[config.mk]
export PLATFORM = sky130hd
export DESIGN_NAME = comma_command_line_parser
export DESIGN_NICKNAME = d
export VERILOG_FILES = /design/src/hw/rtl/cclp_pkg.sv /design/src/hw/rtl/cclp_decide.sv /design/src/hw/rtl/comma_command_line_parser.sv
export SDC_FILE = /design/constraint.sdc
export NUM_CORES = 1
export LEC_CHECK = 0
export BUFFER_PORTS_ARGS = -buffer_cell sky130_fd_sc_hd__buf_2
export CAP_MARGIN = 20
export CORE_MARGIN = 3
export CORE_UTILIZATION = 60
export DETAILED_ROUTE_END_ITERATION = 7
export GPL_TIMING_DRIVEN = 1
export HOLD_SLACK_MARGIN = 0.03
export PLACE_DENSITY = 0.82
export SLEW_MARGIN = 25
export SYNTH_ARGS = -nofsm -noshare
export SYNTH_HDL_FRONTEND = slang
export SYNTH_HIERARCHICAL = 1
export SYNTH_SLANG_ARGS = --single-unit
[constraint.sdc]
create_clock -name clk_i -period 14.85 [get_ports clk_i]
set_clock_uncertainty 0.2 [all_clocks]
set_input_delay 1.485 -clock clk_i [delete_from_list [all_inputs] [get_ports clk_i]]
set_output_delay 1.485 -clock clk_i [all_outputs]
set_load 0.01 [all_outputs]
[src/hw/rtl/cclp_pkg.sv]
// shared types and constants for the command line parser
`default_nettype none
package cclp_pkg;

  localparam int unsigned NumWords = 9;
  localparam logic [NumWords-1:0] AllWords = '1;

  typedef enum logic [3:0] {
    MSG_NONE     = 4'd0,
    MSG_LIST     = 4'd1,
    MSG_NEW      = 4'd2,
    MSG_SELECT   = 4'd3,
    MSG_WEIGHT   = 4'd4,
    MSG_AGE      = 4'd5,
    MSG_DISCH    = 4'd6,
    MSG_KANGAROO = 4'd7,
    MSG_HISTORY  = 4'd8,
    MSG_WHISTORY = 4'd9
  } msg_type_e;

  localparam logic [7:0] CharComma = 8'h2C;

  // keyword length per command word
  function automatic logic [4:0] word_len(input logic [3:0] k);
    logic [4:0] r;
    case (k)
      4'd0: r = 5'd16;
      4'd1: r = 5'd11;
      4'd2: r = 5'd14;
      4'd3: r = 5'd14;
      4'd4: r = 5'd18;
      4'd5: r = 5'd17;
      4'd6: r = 5'd16;
      4'd7: r = 5'd19;
      4'd8: r = 5'd18;
      default: r = 5'd0;
    endcase
    return r;
  endfunction

  // field count required per command word
  function automatic logic [3:0] word_fields(input logic [3:0] k);
    logic [3:0] r;
    case (k)
      4'd0: r = 4'd2;
      4'd1: r = 4'd4;
      4'd2: r = 4'd3;
      4'd3: r = 4'd4;
      4'd4: r = 4'd4;
      4'd5: r = 4'd4;
      4'd6: r = 4'd3;
      4'd7: r = 4'd3;
      4'd8: r = 4'd3;
      default: r = 4'd0;
    endcase
    return r;
  endfunction

  // character of command word k at position p, zero past its end
  function automatic logic [7:0] word_char(input logic [3:0] k, input logic [4:0] p);
    logic [8*19-1:0] s;
    logic [7:0] r;
    case (k)
      4'd0: s = {"PROFILE_", "LIST_REQ", 24'h0};
      4'd1: s = {"PROFILE_", "NEW", 64'h0};
      4'd2: s = {"PROFILE_", "SELECT", 40'h0};
      4'd3: s = {"PROFILE_", "WEIGHT", 40'h0};
      4'd4: s = {"PROFILE_", "AGE_MANUAL", 8'h0};
      4'd5: s = {"PROFILE_", "DISCHARGE", 16'h0};
      4'd6: s = {"PROFILE_", "KANGAROO", 24'h0};
      4'd7: s = {"PROFILE_", "HISTORY_REQ"};
      4'd8: s = {"WEIGHT_", "HISTORY_REQ", 8'h0};
      default: s = '0;
    endcase
    if (p < 5'd19) r = s[8*(18 - 32'(p)) +: 8];
    else r = 8'h0;
    return r;
  endfunction

  typedef struct packed {
    logic [3:0] msg_type;
    logic [31:0] seq;
    logic [15:0] arg;
    logic [4:0] nlen;
  } rec_t;

endpackage
`default_nettype wire

[src/hw/rtl/cclp_decide.sv]
// end-of-line decision: command selection and per-command limits
`default_nettype none
module cclp_decide #(
  parameter int unsigned NameCap = 31,
  parameter int unsigned MaxOutcome = 3
) (
  input  wire logic [3:0]  field_index_i,
  input  wire logic        line_error_i,
  input  wire logic [8:0]  cand_i,
  input  wire logic [32:0] num1_i,
  input  wire logic [16:0] num2_i,
  input  wire logic [2:0]  flags_i,
  input  wire logic [5:0]  len2_i,
  input  wire logic [5:0]  len3_i,
  output cclp_pkg::rec_t   rec_o
);
  import cclp_pkg::*;

  logic [3:0] cmd;
  logic found, ok2, ok3, skip;
  logic [3:0] nf;

  always_comb begin
    cmd = 4'd0;
    found = 1'b0;
    for (int k = 0; k < NumWords; k++) begin
      if (cand_i[k]) begin
        cmd = 4'(k);
        found = 1'b1;
      end
    end
  end

  assign nf = field_index_i + 4'd1;
  assign ok2 = !flags_i[0] && len2_i >= 6'd1 && len2_i <= 6'd10 && !num1_i[32];
  assign ok3 = !flags_i[1] && len3_i >= 6'd1 && len3_i <= 6'd10;
  assign skip = !flags_i[2] && len3_i == 6'd4;

  always_comb begin
    rec_o = '0;
    if (!line_error_i && field_index_i >= 4'd1 && found && nf == word_fields(cmd)) begin
      case (cmd)
        4'd0: rec_o.msg_type = MSG_LIST;
        4'd1: begin
          if (len2_i >= 6'd1 && 32'(len2_i) <= NameCap && ok3 && num2_i <= 17'd255) begin
            rec_o.msg_type = MSG_NEW;
            rec_o.arg = num2_i[15:0];
            rec_o.nlen = len2_i[4:0];
          end
        end
        4'd3: begin
          if (ok2 && skip) begin
            rec_o.msg_type = MSG_WEIGHT;
            rec_o.seq = num1_i[31:0];
          end else if (ok2 && ok3 && num2_i >= 17'd1 && num2_i <= 17'd65535) begin
            rec_o.msg_type = MSG_WEIGHT;
            rec_o.seq = num1_i[31:0];
            rec_o.arg = num2_i[15:0];
          end
        end
        4'd4: begin
          if (ok2 && ok3 && num2_i <= 17'd65535) begin
            rec_o.msg_type = MSG_AGE;
            rec_o.seq = num1_i[31:0];
            rec_o.arg = num2_i[15:0];
          end
        end
        4'd5: begin
          if (ok2 && ok3 && 32'(num2_i) <= MaxOutcome) begin
            rec_o.msg_type = MSG_DISCH;
            rec_o.seq = num1_i[31:0];
            rec_o.arg = num2_i[15:0];
          end
        end
        default: begin
          if (ok2) begin
            rec_o.msg_type = cmd + 4'd1;
            rec_o.seq = num1_i[31:0];
          end
        end
      endcase
    end
  end

endmodule
`default_nettype wire

[src/hw/rtl/comma_command_line_parser.sv]
// top level of the comma separated command line parser
// Input: one character per request (char_byte_i) or a line end marker
// (line_end_i), on a valid/ready channel. Zero bytes are dropped.
// Each character updates per-line state, so one request is accepted per
// cycle while no name results are queued and, for a line end, the output
// register is free or being drained. A line end request closes the line:
// in the next cycle the message record appears on the output channel; for
// a valid new-profile command it is followed by one result per name byte,
// read from a small name store. While those name results are sent (one per
// cycle when out_ready_i is high) the input is held off. last_of_run_o marks
// the final result. If the receiver stalls, the result stays in the output
// register and in_ready_o drops once a line end waits behind it; characters
// keep flowing unless name results are still queued.
// Reset clears all line state and empties the output register; the name
// store holds no reset value and is only read after this line wrote it.
`default_nettype none
module comma_command_line_parser #(
  parameter int unsigned NAME_LEN = 32,
  parameter int unsigned MAX_OUTCOME = 3
) (
  input  wire logic        clk_i,
  input  wire logic        rst_ni,
  input  wire logic        in_valid_i,
  output logic             in_ready_o,
  input  wire logic [7:0]  char_byte_i,
  input  wire logic        line_end_i,
  output logic             out_valid_o,
  input  wire logic        out_ready_i,
  output logic [3:0]       msg_type_o,
  output logic [31:0]      seq_or_page_o,
  output logic [15:0]      arg_value_o,
  output logic [4:0]       name_length_o,
  output logic             is_name_char_o,
  output logic [7:0]       name_char_o,
  output logic             last_of_run_o
);
  import cclp_pkg::*;

  localparam int unsigned NameCap = (NAME_LEN - 1) < 31 ? (NAME_LEN - 1) : 31;

  logic [3:0] fidx_q, fidx_d;
  logic [5:0] flen_q, flen_d;
  logic err_q, err_d;
  logic [8:0] cand_q, cand_d;
  logic [32:0] num1_q, num1_d;
  logic [16:0] num2_q, num2_d;
  logic [2:0] flags_q, flags_d;
  logic [5:0] len2_q, len2_d;
  logic [5:0] len3_q, len3_d;
  logic [7:0] name_mem [31];

  logic out_valid_q;
  rec_t rec_q;
  logic is_ch_q, last_q;
  logic [4:0] cnt_q;      // name results still to send after the current one
  logic [4:0] rd_q;       // next name index to send
  logic [7:0] ch_q;

  logic acc, is_char, is_comma, out_free, sending;
  logic [7:0] c;
  logic digit;
  logic [3:0] dval;
  rec_t rec_d;
  logic [3:0] fidx_c;
  logic [5:0] flen_c;
  logic [8:0] cand_c;

  assign sending = out_valid_q && cnt_q != 5'd0;
  assign out_free = !out_valid_q || out_ready_i;
  assign in_ready_o = !sending && (!line_end_i || out_free);
  assign acc = in_valid_i && in_ready_o;
  assign c = char_byte_i;
  assign is_char = acc && !line_end_i && c != 8'h0;
  assign is_comma = c == CharComma;
  assign digit = c >= "0" && c <= "9";
  assign dval = 4'(c - "0");

  // closing the current field (at a comma or at line end)
  always_comb begin
    cand_c = cand_q;
    if (fidx_q == 4'd1) begin
      for (int k = 0; k < NumWords; k++) begin
        if ({1'b0, word_len(4'(k))} != flen_q) cand_c[k] = 1'b0;
      end
    end
  end
  assign fidx_c = fidx_q;
  assign flen_c = flen_q;

  always_comb begin
    fidx_d = fidx_q; flen_d = flen_q; err_d = err_q; cand_d = cand_q;
    num1_d = num1_q; num2_d = num2_q; flags_d = flags_q;
    len2_d = len2_q; len3_d = len3_q;
    if (acc && line_end_i) begin
      fidx_d = '0; flen_d = '0; err_d = 1'b0; cand_d = AllWords;
      num1_d = '0; num2_d = '0; flags_d = '0; len2_d = '0; len3_d = '0;
    end else if (is_char && is_comma) begin
      cand_d = cand_c;
      if (fidx_q == 4'd0 && flen_q != 6'd3) err_d = 1'b1;
      if (fidx_q == 4'd2) len2_d = flen_q;
      if (fidx_q == 4'd3) len3_d = flen_q;
      if (fidx_q >= 4'd7) err_d = 1'b1;
      else fidx_d = fidx_q + 4'd1;
      flen_d = '0;
    end else if (is_char) begin
      case (fidx_q)
        4'd0: begin
          if (flen_q >= 6'd3) err_d = 1'b1;
          else if (c != (flen_q == 6'd0 ? "H" : flen_q == 6'd1 ? "M" : "I")) err_d = 1'b1;
        end
        4'd1: begin
          for (int k = 0; k < NumWords; k++) begin
            if ({1'b0, word_len(4'(k))} <= flen_q
                || word_char(4'(k), flen_q[4:0]) != c) cand_d[k] = 1'b0;
          end
        end
        4'd2: begin
          if (!digit) flags_d[0] = 1'b1;
          else if (!num1_q[32]) begin
            if ((36'(num1_q) * 36'd10 + 36'(dval)) > 36'hFFFFFFFF) num1_d = 33'h100000000;
            else num1_d = 33'(num1_q * 33'd10 + 33'(dval));
          end
        end
        4'd3: begin
          if (!digit) flags_d[1] = 1'b1;
          else if (!num2_q[16]) begin
            if ((21'(num2_q) * 21'd10 + 21'(dval)) > 21'd65535) num2_d = 17'h10000;
            else num2_d = 17'(num2_q * 17'd10 + 17'(dval));
          end
          if (flen_q >= 6'd4) flags_d[2] = 1'b1;
          else if (c != (flen_q == 6'd0 ? "S" : flen_q == 6'd1 ? "K"
                         : flen_q == 6'd2 ? "I" : "P")) flags_d[2] = 1'b1;
        end
        default: ;
      endcase
      if (flen_q < 6'd63) flen_d = flen_q + 6'd1;
    end
  end

  // line end closes the last field in the same request
  logic [8:0] cand_e;
  logic err_e;
  logic [5:0] len2_e, len3_e;
  assign cand_e = cand_c;
  assign err_e = err_q || (fidx_c == 4'd0 && flen_c != 6'd3);
  assign len2_e = fidx_c == 4'd2 ? flen_c : len2_q;
  assign len3_e = fidx_c == 4'd3 ? flen_c : len3_q;

  cclp_decide #(
    .NameCap(NameCap),
    .MaxOutcome(MAX_OUTCOME)
  ) u_decide (
    .field_index_i(fidx_c),
    .line_error_i(err_e),
    .cand_i(cand_e),
    .num1_i(num1_q),
    .num2_i(num2_q),
    .flags_i(flags_q),
    .len2_i(len2_e),
    .len3_i(len3_e),
    .rec_o(rec_d)
  );

  always_ff @(posedge clk_i or negedge rst_ni) begin
    if (!rst_ni) begin
      fidx_q <= '0; flen_q <= '0; err_q <= 1'b0; cand_q <= AllWords;
      num1_q <= '0; num2_q <= '0; flags_q <= '0; len2_q <= '0; len3_q <= '0;
    end else begin
      fidx_q <= fidx_d; flen_q <= flen_d; err_q <= err_d; cand_q <= cand_d;
      num1_q <= num1_d; num2_q <= num2_d; flags_q <= flags_d;
      len2_q <= len2_d; len3_q <= len3_d;
    end
  end

  always_ff @(posedge clk_i) begin
    if (is_char && !is_comma && fidx_q == 4'd2 && 32'(flen_q) < NameCap) begin
      name_mem[flen_q[4:0]] <= c;
    end
  end

  always_ff @(posedge clk_i or negedge rst_ni) begin
    if (!rst_ni) begin
      out_valid_q <= 1'b0; cnt_q <= '0; rd_q <= '0; is_ch_q <= 1'b0; last_q <= 1'b0;
    end else if (acc && line_end_i) begin
      out_valid_q <= 1'b1;
      is_ch_q <= 1'b0;
      rd_q <= '0;
      if (rec_d.msg_type == MSG_NEW) begin
        cnt_q <= rec_d.nlen; last_q <= 1'b0;
      end else begin
        cnt_q <= '0; last_q <= 1'b1;
      end
    end else if (out_valid_q && out_ready_i) begin
      if (cnt_q != 5'd0) begin
        is_ch_q <= 1'b1;
        cnt_q <= cnt_q - 5'd1;
        rd_q <= rd_q + 5'd1;
        last_q <= cnt_q == 5'd1;
      end else begin
        out_valid_q <= 1'b0;
      end
    end
  end

  always_ff @(posedge clk_i) begin
    if (acc && line_end_i) begin
      rec_q <= rec_d;
    end
    if (out_valid_q && out_ready_i && cnt_q != 5'd0) begin
      ch_q <= name_mem[rd_q];
    end
  end

  assign out_valid_o = out_valid_q;
  assign msg_type_o = rec_q.msg_type;
  assign seq_or_page_o = rec_q.seq;
  assign arg_value_o = rec_q.arg;
  assign name_length_o = rec_q.nlen;
  assign is_name_char_o = is_ch_q;
  assign name_char_o = is_ch_q ? ch_q : 8'h0;
  assign last_of_run_o = last_q;

  a_no_input_while_names: assert property (@(posedge clk_i) disable iff (!rst_ni)
    sending |-> !in_ready_o) else $error("input taken during name results");
  a_last_ends_run: assert property (@(posedge clk_i) disable iff (!rst_ni)
    out_valid_q && last_q |-> cnt_q == 5'd0) else $error("last with names pending");
  a_name_only_new: assert property (@(posedge clk_i) disable iff (!rst_ni)
    out_valid_q && is_ch_q |-> rec_q.msg_type == MSG_NEW) else $error("name on wrong type");

endmodule
`default_nettype wire

* Word-level counts from Yosys, hierarchy flattened
Memories as Yosys holds them, arrays and structs flattened. A register that Yosys moved wholly into a read port is not among the register bits. Cells that the tools add are included.
Storage, ports and cells: bits in read-only memories 48, bits of input ports 13, memories 2, bits in writable memories 248, flip-flop bits (word level) 155
Operators by class: muxes and demuxes 226, magnitude comparators 26, $mul 4, equal/unequal tests 39, reduce and logical (&&, ||, !) cells 102, $add $sub $neg 11, shift-type cells 9
Memory list:
- name_mem | words 31, bits a word 8, rd ports 1, clocked after memory_dff 1, write ports 1, RTL line comma_command_line_parser.sv:50 | logic [7:0] name_mem [31];
- (name not given) | words 16, bits a word 3, rd ports 1, clocked after memory_dff 0, write ports 0, RTL line cclp_pkg.sv:44 | case (k)
Operators by type and width (count):
- 152-bit 2-to-1 mux | 36
- 152-bit by 33-bit variable part select with 8-bit output | 9
- 8-bit 2-to-1 mux | 46
- 33-bit 2-to-1 mux | 7
- 5-bit 2-to-1 mux | 35
- 51-bit 2-to-1 mux | 3
- 32-bit one-hot mux with 4 select lines | 1
- 17-bit 2-to-1 mux | 7
- 36-bit 2-to-1 mux | 2
- 8-bit != test | 9
- 16-bit one-hot mux with 4 select lines | 1
- 6-bit 2-to-1 mux | 10
- 57-bit 2-to-1 mux | 1
- 1-bit 2-to-1 mux | 52
- 9-bit 2-to-1 mux | 5
- 3-bit nonzero test | 14
- 36-bit by 4-bit adder with 36-bit output | 1
- 36-bit by 32-bit > comparator with 1-bit output (second input constant) | 1
- 5-bit by 6-bit less-or-equal comparator with 1-bit output | 6
- 5-bit by 6-bit != test with 1-bit output | 6
- 33-bit by 3-bit multiplier with 35-bit output (second input constant) | 1
- 33-bit by 4-bit adder with 33-bit output | 1
- 33-bit by 3-bit multiplier with 32-bit output (second input constant) | 1
- 1-bit logical AND | 32
- other kinds (59) | 130

* Depth between registers and ports, before layout
depth after elaboration 23, depth in mapped cells 22

* Cells and area by module
The synthesis kept the hierarchy.
Modules (own cells, without submodules):
- comma_command_line_parser | area an instance 22710.5 um^2, instances 1, cells each 1952
- cclp_decide | area an instance 1521.5 um^2, instances 1, cells each 225

* Least setup slack after synthesis
OpenSTA, ideal clock, no wires.
path type register to register, from register flen_q[0] (netlist: flen_c[0]), to register cnt_q[2], setup slack 9.690 ns, clock period less this slack 5.160 ns, setup time 0.100 ns, cell stages (with the launch flop) 22, buffers on the path 4, arrival time 4.860 ns, cell sequence dfrtp_1 clkbuf_1 inv_1 clkbuf_1 ha_1 inv_1 o311ai_0 and2_1 o21ba_2 nor2_1 o31a_1 ha_1 nor3b_1 o41ai_1 xnor2_1 a311o_1 buf_2 buf_6 a21oi_1 nor4b_1 a21oi_1 a311oi_1
RTL lines:
- from (decl) | RTL line comma_command_line_parser.sv:42 | logic [5:0] flen_q, flen_d;
- from (signal assigned) | RTL line comma_command_line_parser.sv:169 | fidx_q <= fidx_d; flen_q <= flen_d; err_q <= err_d; cand_q <= cand_d;
- to (signal assigned) | RTL line comma_command_line_parser.sv:196 | cnt_q <= cnt_q - 5'd1;
- to (decl) | RTL line comma_command_line_parser.sv:55 | logic [4:0] cnt_q;

==> impl_metrics.tcl <==
set metrics [dict create \
    fmax_mhz 158 \
    netlist_area_um2 24200 \
    worstMarginPinSlew_ns 1.04 \
    critPathLaunchType "flip-flop" \
    cts_tree "built" \
    syn_inst 2177 \
    worst_ir_drop_vdd_uv 114 \
    combinationalPowerShare_pct 40.2 \
    diodes 0 \
    final_layout_size_suffix_gt1_share_pct 16.1 \
    cts_buffer_depth 3 \
    wl_per_cell_um 24.5 \
    die-width_um 207 \
    die-height_um 207 \
    finalSetupViolations 0 \
    netSwitchingFraction_pct 38.0 \
    whs_path_depth 2 \
    leakage_nw 9.60 \
    p_int_mw 2.53 \
    cts_setup_buffers 0 \
    num_rows 72 \
    drtIter0Drc 2339 \
    path_cells "buf_4 > ha_1 > or3b_2 > a31oi_1 > nor2b_1 > o21ba_2 > nor2_1 > o31a_1 > ha_1 > nor3b_1 > o41ai_1 > xnor2_1 > a311o_2 > buf_4 > a221oi_1 > nor4b_2 > a21oi_1 > a311oi_1" \
    start_util_pct 61.7 \
    grt_pass1_vias 18300 \
    ys_ff_latch 411 \
    firstDrtPassIters 6 \
    cts_buffers 42 \
    avgViaCountPerCell 6.82 \
    antenna_found_initial 0 \
    layoutNonFillerInstCount 2751 \
    critPathKind "reg -> reg" \
    htreeDepth 2 \
    clock-sinks 411 \
    slew_headroom_pct 30.6 \
    required_ns 15.10 \
    synth_edf_count 313 \
    rrSetupSlack_ns 8.53 \
    final_nets 2333 \
    grt_max_degree 76 \
    synth_nets 2310 \
    ys_types 84 \
    critPathArrivalTime_ns 6.57 \
    ys_seq_area_share_pct 49.0 \
    dieArea_um2 42800 \
    max_cap_violations 0 \
    async_reset_ff_share_pct 23.8 \
    p_clk_share_pct 25.7 \
    grt_first_pass_wirelength_mm 105 \
    wl_mm 67.5 \
    ys.flop_type "edfxtp_1" \
    core-area_um2 39300 \
    grtUsageTotal_pct 31.6 \
    cts-resized-gates 0 \
    r2r.worst_path.cells 18 \
    period_share_pct 42.6 \
    critical-path-max-stage-delay_ns 0.71 \
    drtAntennaViolNets 0 \
    dp_hpwl_mm 44.2 \
    root_buffer "clkbuf_16" \
    hold_path_class "reg -> reg" \
    finalCriticalPeriod_ns 6.32 \
    grt_setup_unrepaired "no" \
    ys_warn_count 6 \
    fillCellCount 2779 \
    clock_latency_ns 0.59 \
    crit_fanout 49 \
    status "finished clean" \
    gp_congestion 0.944 \
    hold_buffers 0 \
    power_switching_mw 1.55 \
    cts.clk_slew.worst_paths_ns 0.06 \
    finalHoldViolations 0 \
    pin_count 82 \
    area_growth_pct 8.77 \
    numPortBuffers 81 \
    num_vias 18800 \
    drc 0 \
    avgSynthCellArea_um2 11.1 \
    gr-total-overflow 0 \
    placedCellCount 2673 \
    totalPowerFinal_mw 4.08 \
    cp_slowest_cell "nor4b_2" \
    seqPwrFrac_pct 34.1 \
    timing.setup.tns_ns 0 \
    slew_viol_final 0 \
    powerDensity_nw_per_um2 155 \
    cp-end-kind "flip-flop" \
]
[power by group through the flow]
stage | Combinational [mW] | Clock (mW) | Sequential (mW)
3_5_place_dp | 1.56 | 0 | 1.41
3_3_place_gp | 1.53 | 0 | 1.41
6_report | 1.64 | 1.05 | 1.39
2_1_floorplan | 1.19 | 0 | 1.38
4_1_cts | 1.59 | 1.06 | 1.39
5_1_grt | 1.77 | 1.10 | 1.40
[final cells by class]
class	instances	area, um^2	area share (%)
clock buffer	58	1170	4.44
inverter	38	144	0.546
sequential	411	11900	45.0
timing repair buffer	107	627	2.38
clock inverter	19	175	0.665
multi-input combinational	1600	11700	44.5
tap	518	648	2.46
[critical path: cells and delay by family, from the launching register on]
family | cells | cell delay [ns]
buffers and inverters | 2 | 0.95
XOR/XNOR | 1 | 0.17
AO/OA/AOI/OAI | 8 | 2.15
AND/OR/NAND/NOR | 5 | 1.64
flip-flops | 1 | 0.34
adder cells (fa/ha/maj) | 2 | 0.74
[final timing paths]
kind | from | to
setup / recovery | flen_c[0]$_DFFE_PN0P_ | cnt_q[2]$_DFFE_PN0P_
hold / removal | cand_q[4]$_DFFE_PN1P_ | cand_q[4]$_DFFE_PN1P_
setup reg to reg | flen_c[0]$_DFFE_PN0P_ | cnt_q[2]$_DFFE_PN0P_
hold reg to reg | cand_q[4]$_DFFE_PN1P_ | cand_q[4]$_DFFE_PN1P_
max in group asynchronous | rst_ni | num1_q[18]$_DFFE_PN0P_
min in group asynchronous | rst_ni | num2_q[7]$_DFFE_PN0P_
[stage by stage]
step                      utilization (%)  instance area, um^2  setup slack [ns]  hold WS [ns]
final                                67.1                26400              8.53         0.286
after global routing                 67.1                26400              8.23         0.320
after CTS                            67.0                26300              8.27         0.287
after detailed placement             63.6                25000              8.41         0.279
after global placement               63.5                25000              8.61         0.273
after floorplan                         -                24200              9.69         0.254
[cell usage in the layout, fill, tap and decap left out, types with 70 or more instances in the layout]
cell and n:
a21oi_1 138, buf_2 80, dfrtp_1 86, edfxtp_1 313
ha_1 116, mux4_2 72, nand2_1 237, nand3_1 70
nor2_1 161, o21ai_0 129, xnor2_1 76
[sequential cells by signal, summed over array words and instances, names as in the netlist, 3 cells and up]
register	count
arg_value_o	16
num1_q	33
msg_type_o	4
flen_c	6
num2_q	17
flags_q	3
name_length_o	5
len2_q	6
name_mem	248
fidx_c	4
seq_or_page_o	32
cnt_q	5
cand_q	9
ch_q	8
rd_q	5
len3_q	6
[synth_stat cells (7+ instances only)]
cell	n	area share, %
nand2_1	238	3.7
buf_6	7	0.33
and2_1	23	0.59
nor2b_1	15	0.39
a21oi_1	138	2.9
nand2b_1	14	0.36
a211oi_1	26	0.81
and3_1	12	0.31
o21ai_2	30	1.1
clkbuf_1	98	1.5
ha_1	116	6.0
or3_1	15	0.39
and4_1	9	0.33
mux2i_1	12	0.50
nand4_1	37	0.96
xnor2_1	76	2.7
o21a_1	14	0.43
nor3b_1	7	0.22
dfrtp_1	89	9.2
o2111ai_1	7	0.25
mux4_2	72	6.7
mux2_2	18	0.84
o31ai_1	10	0.31
dfstp_2	9	0.98
a31oi_1	13	0.34
nor3_1	44	0.91
o211ai_1	9	0.28
a211oi_2	28	1.4
xor2_1	59	2.1
or4_1	11	0.34
o22ai_1	10	0.26
o21ai_0	129	2.7
nand3_1	70	1.4
a21o_1	29	0.90
o21bai_1	8	0.25
nor2_1	164	2.5
inv_1	37	0.57
buf_1	13	0.20
a22o_1	13	0.47
buf_2	10	0.21
nor4_1	20	0.52
edfxtp_1	313	39
[cells by family (layout without fill, tap and decap cells)]
group	count (synthesis)	in the layout	share of synthesized area (%)
muxes	102	102	8.02
adders and majority gates	120	120	6.32
and+or+nand+nor	709	709	14.1
xor gates and xnor gates	135	135	4.88
buffers and inverters	166	222	2.84
AOI/OAI and AO/OA	534	534	14.9
DFF	411	411	49.0
[metal layers]
layer	GRT usage [%]	wire (um)	vias up
li1	-	-	8309
met1	41.6	25500	9064
met2	51.1	32300	1141
met3	5.91	6490	247
met4	15.0	3280	0
met5	0	0	-
No activity file was read; power rests on OpenSTA's default activity.
